**src/design/ppr_pkg.sv**
```systemverilog
// Shared types and constants of the predictive pixel residual coder.
// Holds field widths, register indexes, predictor codes and position flags.
// No dependencies.
`timescale 1ns / 1ps

package ppr_pkg;

  // payload and register widths
  localparam int PIX_W     = 8;
  localparam int RES_W     = 10;
  localparam int DIFF_W    = 11;
  localparam int MODE_W    = 4;
  localparam int SHIFT_W   = 3;
  localparam int FW_W      = 12;
  localparam int FH_W      = 13;
  localparam int CFG_W     = 13;
  localparam int CFG_IDX_W = 2;

  // configuration register indexes
  typedef enum logic [CFG_IDX_W-1:0] {
    REG_MODE   = 2'd0,
    REG_SHIFT  = 2'd1,
    REG_WIDTH  = 2'd2,
    REG_HEIGHT = 2'd3
  } cfg_reg_e;

  // predictor select codes
  typedef enum logic [MODE_W-1:0] {
    PRED_NONE   = 4'd0,
    PRED_A      = 4'd1,
    PRED_B      = 4'd2,
    PRED_C      = 4'd3,
    PRED_ABC    = 4'd4,
    PRED_A_HBC  = 4'd5,
    PRED_B_HAC  = 4'd6,
    PRED_HAB    = 4'd7,
    PRED_MEDIAN = 4'd8
  } pred_mode_e;

  // where the current pixel sits in the frame
  typedef struct packed {
    logic first_col;
    logic first_row;
    logic last_col;
    logic last_row;
  } pos_flags_t;

endpackage

```
**src/design/ppr_scan.sv**
```systemverilog
// Raster position tracking: column and row of the next pixel and its edge flags.
// Depends on ppr_pkg for widths and the flag struct.
`timescale 1ns / 1ps

module ppr_scan #(
  parameter int MAX_WIDTH  = 2048,
  parameter int MAX_HEIGHT = 4096
) (
  input  logic                          clk_i,
  input  logic                          rst_ni,
  input  logic                          adv_i,
  input  logic [ppr_pkg::FW_W-1:0]      frame_width_i,
  input  logic [ppr_pkg::FH_W-1:0]      frame_height_i,
  output logic [$clog2(MAX_WIDTH)-1:0]  col_o,
  output ppr_pkg::pos_flags_t           flags_o
);
  import ppr_pkg::*;

  localparam int COL_W = $clog2(MAX_WIDTH);
  localparam int ROW_W = $clog2(MAX_HEIGHT);
  localparam int CW    = ((COL_W + 1) > FW_W) ? (COL_W + 1) : FW_W;
  localparam int RW    = ((ROW_W + 1) > FH_W) ? (ROW_W + 1) : FH_W;

  logic [COL_W-1:0] col_q, col_d;
  logic [ROW_W-1:0] row_q, row_d;
  logic [CW-1:0]    fw_x, width_x, col_next_x;
  logic [RW-1:0]    fh_x, height_x, row_next_x;
  logic             last_col, last_row;

  // clamp the frame size into 1..MAX
  always_comb begin
    fw_x = CW'(frame_width_i);
    fh_x = RW'(frame_height_i);
    if (fw_x == '0) begin
      width_x = CW'(1);
    end else if (fw_x > CW'(MAX_WIDTH)) begin
      width_x = CW'(MAX_WIDTH);
    end else begin
      width_x = fw_x;
    end
    if (fh_x == '0) begin
      height_x = RW'(1);
    end else if (fh_x > RW'(MAX_HEIGHT)) begin
      height_x = RW'(MAX_HEIGHT);
    end else begin
      height_x = fh_x;
    end
  end

  // end of row and end of frame detection
  assign col_next_x = CW'(col_q) + CW'(1);
  assign row_next_x = RW'(row_q) + RW'(1);
  assign last_col   = (col_next_x >= width_x);
  assign last_row   = (row_next_x >= height_x);

  // next position
  always_comb begin
    col_d = col_q;
    row_d = row_q;
    if (adv_i) begin
      if (last_col) begin
        col_d = '0;
        row_d = last_row ? '0 : row_next_x[ROW_W-1:0];
      end else begin
        col_d = col_next_x[COL_W-1:0];
      end
    end
  end

  always_ff @(posedge clk_i or negedge rst_ni) begin
    if (!rst_ni) begin
      col_q <= '0;
      row_q <= '0;
    end else begin
      col_q <= col_d;
      row_q <= row_d;
    end
  end

  assign col_o             = col_q;
  assign flags_o.first_col = (col_q == '0);
  assign flags_o.first_row = (row_q == '0);
  assign flags_o.last_col  = last_col;
  assign flags_o.last_row  = last_row;

endmodule

```
**config.mk**
```make
export PLATFORM = sky130hd
export DESIGN_NAME = ppr_scan
export DESIGN_NICKNAME = d
export VERILOG_FILES = /design/src/design/ppr_pkg.sv /design/src/design/ppr_scan.sv
export SDC_FILE = /design/constraint.sdc
export NUM_CORES = 1
export LEC_CHECK = 0
export ABC_CLOCK_PERIOD_IN_PS = 3200
export BUFFER_PORTS_ARGS = -buffer_cell sky130_fd_sc_hd__buf_2
export CAP_MARGIN = 20
export CELL_PAD_IN_SITES_DETAIL_PLACEMENT = 1
export CELL_PAD_IN_SITES_GLOBAL_PLACEMENT = 1
export CORE_ASPECT_RATIO = 1.2
export CORE_UTILIZATION = 42
export CTS_BUF_LIST = sky130_fd_sc_hd__clkbuf_16
export DETAILED_ROUTE_END_ITERATION = 8
export PLACE_DENSITY_LB_ADDON = 0.1
export SETUP_SLACK_MARGIN = 0.5
export SLEW_MARGIN = 10
export SYNTH_ARGS = -nofsm -noshare
export SYNTH_HDL_FRONTEND = slang
export SYNTH_SLANG_ARGS = --single-unit
```
**constraint.sdc**
```tcl
create_clock -name clk_i -period 3.2 [get_ports clk_i]
set_input_delay 0.16 -clock clk_i [delete_from_list [all_inputs] [get_ports clk_i]]
set_output_delay 0.16 -clock clk_i [all_outputs]
set_load 0.01 [all_outputs]
```
# Yosys cells after proc, flatten, opt, wreduce, memory -nomap -nowiden
# Cells that the tools add are included.
word_totals:
  output_inout_bits: 15
  regBits: 23
  word_cells: 19
classes:
  n_lt_le_gt_ge: 4
  muxes: 6
  addsub: 2
  n_reduce_logical: 5
ops:
  columns: ["cell", "count"]
  rows:
  - ["$mux 12", 3]
  - ["$mux 13", 2]
  - ["$logic_not 12->1", 2]
  - ["$add 12x1->13 const B", 1]
  - ["$ge 13x13->1", 1]
  - ["$gt 13x13->1 const B", 1]
  - ["$logic_not 13->1", 1]
  - ["$add 11x1->12 const B", 1]
  - ["$ge 12x12->1", 1]
  - ["$gt 12x12->1 const B", 1]
  - ["$logic_not 11->1", 1]
  - ["$mux 11", 1]
  - ["$reduce_and 2->1", 1]

# Longest topological paths before layout
depth:
  depth_word: 5
  mapped_depth: 13
  ltp_nobuf: 11

# Worst setup path before layout
# Ideal clock, no wire load.
synth_timing:
  path_kind: "register -> register"
  startpoint: "reg row_q[6]"
  endpoint: "reg row_q[10]"
  arrival_time_ns: 2.801
  stages_incl_launch_ff: 14
  path_slack_ns: 0.308
  synth_period_minus_slack_ns: 2.892
  path_buffers: 2
  setup_ns: 0.091
  path_cell_list: "dfrtp_1 > buf_2 > and3_1 > nand4_4 > or2_2 > xnor2_1 > ha_1 > nand4_1 > nor3_1 > o31a_1 > or3_4 > or2_1 > buf_6 > o31ai_4"
synth_between:
  elab_chain_cells: 3
synth_lines:
  columns: ["item", "line_no", "source"]
  rows:
  - ["start: declaration", "ppr_scan.sv:25", "logic [ROW_W-1:0] row_q, row_d;"]
  - ["start signal: assignment", "ppr_scan.sv:76", "row_q <= row_d;"]
  - ["$add 12x1->13 *", "ppr_scan.sv:52", "assign row_next_x = RW'(row_q) + RW'(1);"]
  - ["$ge 13x13->1", "ppr_scan.sv:54", "assign last_row = (row_next_x >= height_x);"]
  - ["$mux 12 *", "ppr_scan.sv:63", "row_d = last_row ? '0 : row_next_x[ROW_W-1:0];"]
# Every way passes the cells marked *; elsewhere a longest branch is shown, timed or not.
# A chain may end at the register's enable or synchronous reset.

==> flow_metrics.env <==
export IMPL_r2r_end="row_q[5]"
export IMPL_ir_drop_uv=190
export IMPL_placed_cells=361
export IMPL_grt_setup_unrepaired="true"
export IMPL_power_share_clock=0.200
export IMPL_initial_core_util=0.444
export IMPL_cp_data_arrival_time_ns=2.75
export IMPL_status="completed"
export IMPL_n_fill_cell=592
export IMPL_vias=2239
export IMPL_die_area_um2=5590
export IMPL_fp_dieH_um=81.7
export IMPL_dieWidth_um=68.4
export IMPL_syn_mean_instance_area_um2=8.52
export IMPL_drt_total_wl_um=7270
export IMPL_drive_above_1_share=0.432
export IMPL_overflow=0
export IMPL_area_growth_syn_to_layout_pct=40.1
export IMPL_critPathRequiredTime_ns=3.04
export IMPL_clock_sinks=23
export IMPL_ctsHtreeMaxLevel=1
export IMPL_drc_errors=0
export IMPL_syn_cell_area_um2=2220
export IMPL_nNetsFinal=394
export IMPL_cts_tree="done"
export IMPL_antenna_cells=0
export IMPL_core_um2=5010
export IMPL_powerDensity_nw_per_um2=446
export IMPL_fin_area_um2=3120
export IMPL_synth_edf_count=0
export IMPL_utilization=0.622
export IMPL_slew_headroom=0.638
export IMPL_dp_hpwl_um=4800
export IMPL_setup_violations=0
export IMPL_grtUsageTotal=0.248
export IMPL_switchingPower_mw=0.549
export IMPL_ys_seq_area_frac=0.259
export IMPL_totalNegativeSetupSlack_ns=0
export IMPL_post_dp_cell_area_um2=2570
export IMPL_hold_viol=0
export IMPL_drtIter0Drc=60
export IMPL_fmax_ghz=0.344
export IMPL_globalplace_congestion=0.806
export IMPL_via_per_inst=5.65
export IMPL_grt_max_degree=24
export IMPL_cts_buffers=3
export IMPL_wl_per_cell_um=18.4
export IMPL_grt_antenna_before_repair=0
export IMPL_regToRegStartpoint="row_q[4]"
export IMPL_skew_ns=0.00385
export IMPL_synthCells=261
export IMPL_ant_nets=0
export IMPL_synth_seq_cells=23
export IMPL_p_sw_frac=0.394
export IMPL_clk_transition_reported_paths_ns=0.06
export IMPL_worstSetupStartpointType="register"
export IMPL_hold_path_end="col_o[8]"
export IMPL_critPathMaxFanout=6
export IMPL_fin_cells=396
export IMPL_reg2reg_depth=13
export IMPL_grt_pass1_wl_um=10300
export IMPL_worst_pin_slew_ns=0.543
export IMPL_critical_path_class="register to output pin"
export IMPL_clock_path_buffers=2
export IMPL_rows=28
export IMPL_p_total_mw=1.39
export IMPL_slew_viol_final=0
export IMPL_worst_setup_path_end_kind="output pin"
export IMPL_whs_path_depth=3
export IMPL_synth_flop_cell="dfrtp_1"
export IMPL_clk_latency_ns=0.26
export IMPL_io_pins=43
export IMPL_firstDrtPassIters=4
export IMPL_power_share_sequential=0.292
export IMPL_cts_root_buf="clkbuf_16"
export IMPL_grt_pass1_vias=2261
export IMPL_ys_types=46
export IMPL_cap_violations=0
export IMPL_yosys_warnings=0
export IMPL_io_buffers=42
export IMPL_synthArstFlopShare=1.00
export IMPL_min_from="adv_i"
export IMPL_layout_min_cycle_time_ns=2.91
export IMPL_power_leakage_nw=1.43
export IMPL_intPower_mw=0.842
export IMPL_r2r_slack_ns=0.35
export IMPL_hold_path_class="input pin to register"
export IMPL_pwr_share_comb=0.508
export IMPL_syn_nets=318
export IMPL_final_period_utilization=0.908
stage by stage:
stage / setup slack, ns / hold WS (ns)
after floorplan: 0.487 / -0.136
after global placement: 0.0838 / 0.164
after detailed placement: 0.0600 / 0.173
after CTS: 0.298 / 0.262
after global routing: 0.202 / 0.271
final: 0.294 / 0.253
synth_stat cells, types with 3 or more instances:
cell | instances | area (µm²)
nand2_1 | 55 | 206
ha_1 | 29 | 363
dfrtp_1 | 23 | 576
xnor2_1 | 16 | 140
inv_1 | 10 | 37.5
a21oi_1 | 9 | 45.0
clkbuf_1 | 9 | 33.8
nor2_1 | 9 | 33.8
nand3_1 | 8 | 40.0
nor4_1 | 8 | 50.1
o2bb2ai_1 | 8 | 70.1
nand2b_1 | 7 | 43.8
o21ai_0 | 7 | 35.0
a2bb2oi_1 | 5 | 43.8
nand4_1 | 5 | 31.3
o31ai_4 | 5 | 106
and3_1 | 4 | 25.0
o21a_1 | 4 | 30.0
a21o_1 | 3 | 22.5
xor2_1 | 3 | 26.3
routing by layer:
metal | vias up | GRT usage | routed length, µm
li1 | 1082 | - | -
met1 | 1084 | 0.268 | 2870
met2 | 54 | 0.486 | 4030
met3 | 19 | 0.0236 | 178
met4 | 0 | 0.0833 | 195
met5 | - | 0 | 0
worst max-delay path, stage by stage, from the launching register on:
cell and delay, ns:
dfrtp_1 0.38, and3_4 0.25, and3_4 0.22, nand3_4 0.10, xnor2_2 0.16, ha_1 0.33, a21o_1 0.20, a21oi_2 0.13
o22ai_1 0.09, or3_4 0.36, buf_8 0.15, buf_6 0.11
placed cells by master, fill, tap and decap left out, drive strengths merged, types with 2 or more instances in the layout:
cell,Yosys,final
o22ai,2,2
dfrtp,23,23
a31oi,2,2
a21o,3,3
xor2,3,3
o31ai,6,6
nor3,2,2
nand4,6,6
a21oi,10,10
o21ai,9,9
nor4,8,8
or3,2,2
clkbuf,9,3
o2bb2ai,9,9
inv,10,11
nor2,9,9
ha,29,29
and2,2,2
nand3,8,8
nand2b,7,7
a2bb2oi,5,5
or2,3,3
nand2,55,55
o21a,4,4
buf,5,84
xnor2,16,16
and3,5,5
final cells by class:
cell class                 count  area (µm²)  area share
clock buffer                   3        75.1      0.0241
clock inverter                 1        3.75     0.00120
tap                           60        75.1      0.0241
inverter                      11        41.3      0.0133
timing repair buffer          85         551       0.177
sequential                    23         588       0.189
multi-input combinational    213        1780       0.572
what timing repair did:
action | CTS | global route
setup buffers | 15 | 14
endpoints found under the setup margin | 17 | 19
hold buffers | 1 | 0
cloned | 0 | 1
pin swaps | 9 | 14
hold endpoints to repair | 23 | 0
resized for setup | 28 | 32
kinds of logic (layout without fill, tap and decap cells):
group	Yosys count	count (layout)	share of synthesized area
compound gates	55	55	0.207
fa+ha+maj	29	29	0.163
xor+xnor	19	19	0.0748
simple gates	109	109	0.241
mux	1	1	0.00450
buf+inv	25	100	0.0501
flops	23	23	0.259
sequential cells by signal (all words and copies together), names as in the netlist:
signal / cells
col_o: 11
row_q: 12
power by group through the flow:
stage / registers, mW / clock network (mW) / logic (mW)
after floorplan: 0.404 / 0 / 0.326
after global placement: 0.401 / 0 / 0.525
after detailed placement: 0.404 / 0 / 0.543
after CTS: 0.400 / 0.270 / 0.607
after global routing: 0.412 / 0.290 / 0.776
final: 0.406 / 0.278 / 0.706
worst max-delay path by stage:
stage	from	end	slack, ns	cells after the start
2_1_floorplan	row_q[2]	row_q[6]	0.49	12
3_3_place_gp	row_q[0]	row_q[10]	0.08	11
3_5_place_dp	row_q[2]	row_q[10]	0.06	11
4_1_cts	row_q[1]	flags_o[0]	0.30	11
5_1_grt	row_q[4]	flags_o[0]	0.20	11
6_report	row_q[4]	flags_o[0]	0.29	11
Power figures use the tool's default switching activity.
