`config.mk`:
```
export PLATFORM = sky130hd
export DESIGN_NAME = ppr_predictor
export DESIGN_NICKNAME = d
export VERILOG_FILES = /design/src/design/ppr_pkg.sv /design/src/design/ppr_predictor.sv
export SDC_FILE = /design/constraint.sdc
export NUM_CORES = 1
export LEC_CHECK = 0
export ABC_AREA = 1
export BUFFER_PORTS_ARGS = -buffer_cell sky130_fd_sc_hd__buf_2
export CAP_MARGIN = 20
export CORE_MARGIN = 3
export CORE_UTILIZATION = 35
export DETAILED_ROUTE_END_ITERATION = 10
export PLACE_DENSITY = 0.53
export SLEW_MARGIN = 20
export SYNTH_ARGS = -nofsm -noshare
export SYNTH_HDL_FRONTEND = slang
export SYNTH_SLANG_ARGS = --single-unit
```
`constraint.sdc`:
```
create_clock -name vclk -period 18.48
set_input_delay 3.696 -clock vclk [all_inputs]
set_output_delay 3.696 -clock vclk [all_outputs]
set_load 0.01 [all_outputs]
```
`src/design/ppr_pkg.sv`:
```
// Shared types and constants of the predictive pixel residual coder.
// Holds field widths, register indexes, predictor codes and position flags.
// No dependencies.
`timescale 1ns / 1ps

package ppr_pkg;

  // payload and register widths
  localparam int PIX_W     = 8;
  localparam int RES_W     = 10;
  localparam int DIFF_W    = 11;
  localparam int MODE_W    = 4;
  localparam int SHIFT_W   = 3;
  localparam int FW_W      = 12;
  localparam int FH_W      = 13;
  localparam int CFG_W     = 13;
  localparam int CFG_IDX_W = 2;

  // configuration register indexes
  typedef enum logic [CFG_IDX_W-1:0] {
    REG_MODE   = 2'd0,
    REG_SHIFT  = 2'd1,
    REG_WIDTH  = 2'd2,
    REG_HEIGHT = 2'd3
  } cfg_reg_e;

  // predictor select codes
  typedef enum logic [MODE_W-1:0] {
    PRED_NONE   = 4'd0,
    PRED_A      = 4'd1,
    PRED_B      = 4'd2,
    PRED_C      = 4'd3,
    PRED_ABC    = 4'd4,
    PRED_A_HBC  = 4'd5,
    PRED_B_HAC  = 4'd6,
    PRED_HAB    = 4'd7,
    PRED_MEDIAN = 4'd8
  } pred_mode_e;

  // where the current pixel sits in the frame
  typedef struct packed {
    logic first_col;
    logic first_row;
    logic last_col;
    logic last_row;
  } pos_flags_t;

endpackage

```
`src/design/ppr_predictor.sv`:
```
// Pixel predictor, residual quantizer and reconstruction, purely combinational.
// Depends on ppr_pkg for widths and predictor codes.
`timescale 1ns / 1ps

module ppr_predictor (
  input  logic [ppr_pkg::MODE_W-1:0]  mode_i,
  input  logic [ppr_pkg::SHIFT_W-1:0] shift_i,
  input  logic [ppr_pkg::PIX_W-1:0]   pixel_i,
  input  logic [ppr_pkg::PIX_W-1:0]   a_i,
  input  logic [ppr_pkg::PIX_W-1:0]   b_i,
  input  logic [ppr_pkg::PIX_W-1:0]   c_i,
  output logic [ppr_pkg::RES_W-1:0]   residual_o,
  output logic [ppr_pkg::PIX_W-1:0]   recon_o
);
  import ppr_pkg::*;

  logic signed [DIFF_W-1:0] a_s, b_s, c_s, x_s;
  logic signed [DIFF_W-1:0] d_bc, d_ac, s_ab, abc;
  logic signed [DIFF_W-1:0] h_bc, h_ac, h_ab;
  logic signed [DIFF_W-1:0] lo, hi, med, pred;
  logic signed [DIFF_W-1:0] diff, res, rec_full;

  assign a_s = $signed(DIFF_W'(a_i));
  assign b_s = $signed(DIFF_W'(b_i));
  assign c_s = $signed(DIFF_W'(c_i));
  assign x_s = $signed(DIFF_W'(pixel_i));

  // halves that truncate toward zero
  assign d_bc = b_s - c_s;
  assign d_ac = a_s - c_s;
  assign s_ab = a_s + b_s;
  assign abc  = s_ab - c_s;
  assign h_bc = (d_bc + $signed(DIFF_W'(d_bc[DIFF_W-1]))) >>> 1;
  assign h_ac = (d_ac + $signed(DIFF_W'(d_ac[DIFF_W-1]))) >>> 1;
  assign h_ab = s_ab >>> 1;

  // median edge detector
  always_comb begin
    lo = (a_s < b_s) ? a_s : b_s;
    hi = (a_s < b_s) ? b_s : a_s;
    if (c_s >= hi) begin
      med = lo;
    end else if (c_s <= lo) begin
      med = hi;
    end else begin
      med = abc;
    end
  end

  // predictor select
  always_comb begin
    unique case (pred_mode_e'(mode_i))
      PRED_A:      pred = a_s;
      PRED_B:      pred = b_s;
      PRED_C:      pred = c_s;
      PRED_ABC:    pred = abc;
      PRED_A_HBC:  pred = a_s + h_bc;
      PRED_B_HAC:  pred = b_s + h_ac;
      PRED_HAB:    pred = h_ab;
      PRED_MEDIAN: pred = med;
      default:     pred = '0;
    endcase
  end

  // quantize the residual and rebuild the pixel
  assign diff     = x_s - pred;
  assign res      = diff >>> shift_i;
  assign rec_full = (res <<< shift_i) + pred;

  assign residual_o = res[RES_W-1:0];
  assign recon_o    = rec_full[PIX_W-1:0];

endmodule

```
* Word level (Yosys, flattened, before mapping)
Cells that the tools add are included.
** Storage, ports and cells
- Register bits :: 0
- Input bits :: 39
- Logic and storage cells :: 28
** Operators by class
- Equality and inequality tests :: 8
- Order comparisons :: 3
- Multiplexer cells :: 5
- $add $sub $neg :: 10
- Shift operators :: 2
** Operators by type and width (number)
- case mux 11 bit (8 select lines) :: 1
- two-way mux 11 bit :: 2
- adder 9 x 2 -> 10 bit :: 2
- adder 9 x 9 -> 10 bit :: 2
- subtractor 8 x 8 -> 9 bit :: 2
- equality test 4 x 3 -> 1 bit (second input constant) :: 4
- two-way mux 8 bit :: 2
- <<< shifter 11 x 3 -> 8 bit :: 1
- >>> shifter 11 x 3 -> 11 bit :: 1
- subtractor 9 x 11 -> 11 bit :: 1
- subtractor 9 x 8 -> 10 bit :: 1
- adder 8 x 8 -> 9 bit :: 1
- adder 8 bit :: 1
- equality test 4 x 2 -> 1 bit (second input constant) :: 2
- greater-or-equal comparator 8 bit :: 1
- <= comparator 8 bit :: 1
- less-than comparator 8 bit :: 1
- equality test 4 x 1 -> 1 bit (second input constant) :: 1
- equality test 4 bit (second input constant) :: 1

* Depth between registers and ports, before layout
Gate-level depths: netlist of the first run.
- Depth in word-level cells :: 10
- Gate-level depth with buffers :: 57
- Mapped depth without buffers :: 55

* Least setup slack after synthesis of the first run
No wires, ideal clock.
- Path type :: input port to output port
- From :: input port b_i[1] (netlist bit)
- To :: output port recon_o[7] (netlist bit)
- Stages on the path :: 54
- Arrival time :: 10.292 ns
- Buffers on the path :: 3
- Path slack :: 4.492 ns
- Cells stage by stage :: inv_1 -> ha_1 -> inv_1 -> nor2_1 -> o211ai_1 -> nand2_1 -> a21oi_1 -> nor2_1 -> nor2_1 -> o21ai_0 -> buf_2 -> buf_2 -> nand2_1 -> o21ai_0 -> ha_1 -> inv_1 -> nor2_1 -> o21ai_0 -> (+18 left out) -> nand2_1 -> nand2_1 -> inv_1 -> nor2_1 -> inv_1 -> nand2_1 -> nand2_1 -> nor2_1 -> ha_1 -> a21oi_1 -> nand2_1 -> a21oi_1 -> o21bai_1 -> nand2_1 -> nand2_1 -> a21oi_1 -> xor2_1 -> xor2_1
** Between the ends
- Cells in the longest elaborated chain, start to end :: 10
** Ends and longest elaborated chain
- start: declaration :: RTL line ppr_predictor.sv:10 : input logic [ppr_pkg::PIX_W-1:0] b_i,
- parallel branches: the longest is 5 deep, another holds adder 9 x 2 -> 10 bit
- case mux 11 bit (8 select lines) * :: RTL line ppr_predictor.sv:52 : unique case (pred_mode_e'(mode_i))
- subtractor 9 x 11 -> 11 bit * :: RTL line ppr_predictor.sv:66 : assign diff = x_s - pred;
- >>> shifter 11 x 3 -> 11 bit * :: RTL line ppr_predictor.sv:67 : assign res = diff >>> shift_i;
- net residual_o (one bit) :: RTL line ppr_predictor.sv:12 : output logic [ppr_pkg::RES_W-1:0] residual_o,
- <<< shifter 11 x 3 -> 8 bit * :: RTL line ppr_predictor.sv:68 : assign rec_full = (res <<< shift_i) + pred;
- adder 8 bit * :: RTL line ppr_predictor.sv:68
- end: declaration :: RTL line ppr_predictor.sv:13 : output logic [ppr_pkg::PIX_W-1:0] recon_o
Mark *: on every way through the listed nets, which the timed path passes.

* Worst setup path in the final report of the first run
- From :: input port b_i[1] (netlist bit)
- To :: output port recon_o[7] (netlist bit)
** Between the ends
- Cells in the longest elaborated chain, start to end :: 10
** Ends and longest elaborated chain (RTL line)
- parallel branches: the longest is 5 deep, another holds adder 9 x 2 -> 10 bit
- case mux 11 bit (8 select lines) * :: ppr_predictor.sv:52
- subtractor 9 x 11 -> 11 bit :: ppr_predictor.sv:66
- >>> shifter 11 x 3 -> 11 bit :: ppr_predictor.sv:67
- <<< shifter 11 x 3 -> 8 bit :: ppr_predictor.sv:68
- adder 8 bit * :: ppr_predictor.sv:68
Every way passes the cells marked *.

==> results of run 1 <==
final cells by class:
cell class	instances	area [µm²]
tap	180	225
inverter	157	589
multi-input combinational	716	4530
fill	1626	8570
timing repair buffer	58	293
routing by layer:
metal  part of all wire, %  wire length (µm)  vias to the layer above  GRT usage [%]
li1                      -                 -                     3026              -
met1                    48              7830                     2522           27.7
met2                    47              7640                      108           35.4
met3                   3.9               629                        8          0.792
met4                  0.51                83                        0           1.19
met5                     0                 0                        -              0
where the power goes:
part	leakage, nW	internal (mW)	switching (mW)
Clock	0	0	0
Combinational	3.18	0.111	0.191
Sequential	0	0	0
Total	3.18	0.111	0.191
cell families (layout without fill, tap and decap cells):
logic type	count (synthesis)	in the layout	synth area share [%]
compound gates	178	178	20.0
xor+xnor	36	36	6.08
fa+ha+maj	97	97	24.6
buf+inv	168	215	12.7
simple gates	405	405	36.7
synth_stat cells (6+ instances only):
library cell / instances
nand2_2: 24
o22ai_1: 7
nand3_1: 65
a21oi_1: 65
o21ai_0: 56
fa_1: 8
nand2_1: 196
ha_1: 89
xor2_1: 29
a21oi_2: 6
xnor2_1: 7
nand3b_1: 9
nand4_1: 9
nor2_1: 69
o21bai_1: 8
nand3_2: 14
inv_1: 151
worst min path at each step:
stage                    endpoint  cells past startpoint
finish              residual_o[8]                      4
global route        residual_o[8]                      4
CTS                 residual_o[8]                      4
detailed placement  residual_o[8]                      4
global placement    residual_o[9]                      4
floorplan           residual_o[0]                      2
==> impl_metrics.ini, run 1 <==
[global_routing]
grt_max_degree = 33
grt_antenna_before_repair = 0
grt_pass1_wl_mm = 26.8
grt_use_total_pct = 19.8
grt_pass1_vias = 5438
grt_overflow = 0

[critical_path]
startpoint_type = primary input
crit_path_end = recon_o[7]
crit_required_ps = 14780
worstPathMaxFanout = 32
cp_num_cells = 52
max_stage_delay_ps = 390
critPathMostFrequentCell = nand2_1
crit_buf_inv = 9
arrival_ps = 11340
cpMaxStageDelayCell = fa_1
startpoint = b_i[1]
path_class = in2out
cp-end-kind = output port
critPathTopFamily = compound AO/OA/AOI/OAI gates

[sta]
timing.final.crit_share_pct = 81.3
grt_setup_unrepaired = no
worstMarginPinSlew_ps = 839
max_freq_ghz = 0.0665
final.min_clock_period_ps = 15030
hold_viol = 0
setup_viol = 0
setup_ws_ps = 3450
fin_tns_setup_ps = 0
slew_viol_final = 0
hold_slack_ps = 7900
slew_headroom_pct = 42.7

[die]
start_util_pct = 36.5
die-area_um2 = 16300
die_h_um = 128
io_pins = 57
placementRows = 43
fp.dieW_um = 128
core_area_um2 = 14200

[cts]
cts_resized = 0
post_cts_hold_buffer_count = 0
cts_setup_buffers = 0

[place]
hpwl_mm = 14.4
dp_cells = 1111
numPortBuffers = 57
place_worst_setup_slack_ps = 3440
placed_area_um2 = 5640
place_congestion = 0.889

[drt]
wl_mm = 16.2
avgRoutedWirePerCell_um = 14.6
drt_first_pass_iters = 5
via_per_inst = 5.10
vias = 5664
postRouteAntennaNets = 0
drt-initial-drc-count = 372
drc = 0

[run_status]
outcome = finished, final reports clean

[layout]
final_area_um2 = 5640
fin_nets = 1069
seq_cell_count = 0
drive_gt1_share_pct = 12.7
diodes = 0
clock_buffers = 0
seqCellArea_um2 = 0
area_delta_synth_final_pct = 8.63
final_cell_mix = nand2_1, inv_1, ha_1
final_util_pct = 39.7
final_common_cell = nand2_1
final_cells = 1111

[synth]
synth_top_area_share_pct = 21.5
syn-cell-area_um2 = 5190
synthTopCellsByArea = ha_1, nand2_1, inv_1
synth_warnings = 0
avgSynthCellArea_um2 = 5.87
synth_top_area_cell = ha_1
yosysUniqueCellTypes = 46
synth_fp_nets = 1020
seq_area_frac_synth_pct = 0
netlist_instances = 884

[run]
maxCapViolations = 0

[power]
powerDensity_nw_per_um2 = 53.6
p_leak_nw = 3.18
ir_worst_vdd_uv = 15.4
finalPower_mw = 0.302

[worst_hold_path]
hold_path_class = in2out
min_from = shift_i[2]
Note: power is estimated with default switching activity, not from simulation.
==> inputs of run 2 (changes only) <==
Settings changed: ABC_AREA 1 to 0.
Clock period 18.48 ns to 14.65 ns, I/O delays scaled along.
==> run 2 against run 1 <==
  * Total power rose by 53%
  * Cell area grew 0.67%
  * Wire length rose by 14%
  * Via count up 1.0%
  * Largest cell class unchanged
==> impl_metrics.ini, run 2 <==
[run_status]
outcome = finished, final reports clean

[global_routing]
grt_antenna_before_repair = 0
grt_pass1_wl_mm = 28.8
grt_overflow = 0
grt_max_degree = 28
grt_pass1_vias = 5555
grt_use_total_pct = 21.7

[place]
place_worst_setup_slack_ps = 1210
place_congestion = 0.904
hpwl_mm = 15.6
numPortBuffers = 57

[sta]
hold_viol = 0
grt_setup_unrepaired = no
setup_ws_ps = 1530
slew_headroom_pct = 27.7
setup_viol = 0
timing.final.crit_share_pct = 89.6
max_freq_ghz = 0.0762
slew_viol_final = 0
fin_tns_setup_ps = 0
final.min_clock_period_ps = 13120
worstMarginPinSlew_ps = 1080

[worst_hold_path]
min_path_cells = 4
holdPathEnd = residual_o[0]
hold_path_class = in2out
min_from = shift_i[2]

[power]
powerDensity_nw_per_um2 = 81.7
ir_worst_vdd_uv = 22.1
p_leak_nw = 2.58
finalPower_mw = 0.463

[drt]
drc = 0
vias = 5722
drt_first_pass_iters = 5
postRouteAntennaNets = 0
via_per_inst = 6.04
wl_mm = 18.5
avgRoutedWirePerCell_um = 19.5
drt-initial-drc-count = 451

[die]
die-area_um2 = 16400
start_util_pct = 36.7
fp.dieW_um = 128
io_pins = 57
core_area_um2 = 14200
die_h_um = 128
placementRows = 43

[critical_path]
arrival_ps = 10190
crit_buf_inv = 3
cpMaxStageDelayCell = o211ai_1
critPathTopFamily = compound AO/OA/AOI/OAI gates
startpoint_type = primary input
path_class = in2out
cp-end-kind = output port
worstPathMaxFanout = 21
max_stage_delay_ps = 840
crit_required_ps = 11720
startpoint = b_i[1]

[layout]
final_cell_mix = ha_1, nor2_1, nand2_1
drive_gt1_share_pct = 12.8
seqCellArea_um2 = 0
clock_buffers = 0
fin_nets = 905
final_common_cell = ha_1
area_delta_synth_final_pct = 8.96
diodes = 0
seq_cell_count = 0

[synth]
yosysMostFrequentCell = ha_1
synth_common_cells = ha_1, nor2_1, nand2_1, a21oi_1, inv_1
avgSynthCellArea_um2 = 7.15
synth_warnings = 0
syn-cell-area_um2 = 5210
yosysUniqueCellTypes = 78
netlist_instances = 728
synth_top_area_share_pct = 21.4
synth_fp_nets = 864
synth_top_area_cell = ha_1
synthTopCellsByArea = ha_1, xnor2_1, nor2_1
seq_area_frac_synth_pct = 0

[run]
maxCapViolations = 0

[cts]
post_cts_hold_buffer_count = 0
cts_setup_buffers = 0
cts_resized = 0
## run 2: cell type report
class	count	area, µm²
Timing Repair Buffer	58	293
Inverter	48	180
Fill cell	1514	8530
Tap cell	180	225
Multi-Input combinational cell	661	4970
## run 2: report_power, final
part	total, mW	internal (mW)	switching, mW
Combinational	0.463	0.192	0.272
Sequential	0	0	0
Clock	0	0	0
## run 2: logic make-up after synthesis
| family | count (synthesis) | share of synthesized area (%) |
|---|---|---|
| AND/OR/NAND/NOR | 251 | 24.4 |
| AO/OA/AOI/OAI | 227 | 30.4 |
| adder cells (fa/ha/maj) | 97 | 24.5 |
| buffers and inverters | 67 | 4.90 |
| XOR/XNOR | 49 | 8.39 |
| multiplexers | 37 | 7.40 |
## run 2: metal layers
| layer | GRT usage, % | part of all wire, % | up-vias |
|---|---|---|---|
| li1 | - | - | 2799 |
| met1 | 31.1 | 46 | 2716 |
| met2 | 36.0 | 45 | 177 |
| met3 | 1.04 | 6.1 | 30 |
| met4 | 4.87 | 2.7 | 0 |
| met5 | 0 | 0 | - |
## run 2: worst max-delay path by stage
stage | end | cells past startpoint
final | recon_o[7] | 29
after global routing | recon_o[7] | 29
after CTS | recon_o[7] | 29
after detailed placement | recon_o[7] | 29
after global placement | recon_o[7] | 28
after floorplan | recon_o[7] | 30
## run 2: stage by stage
stage	std cells	utilization [%]	cell area [µm²]	hold WS, ps
3_5_place_dp	947	39.8	5650	6350
4_1_cts	947	39.8	5650	6350
2_1_floorplan	728	-	5210	6030
6_report	947	39.9	5670	6360
3_3_place_gp	947	39.8	5650	6340
5_1_grt	947	39.9	5670	6400
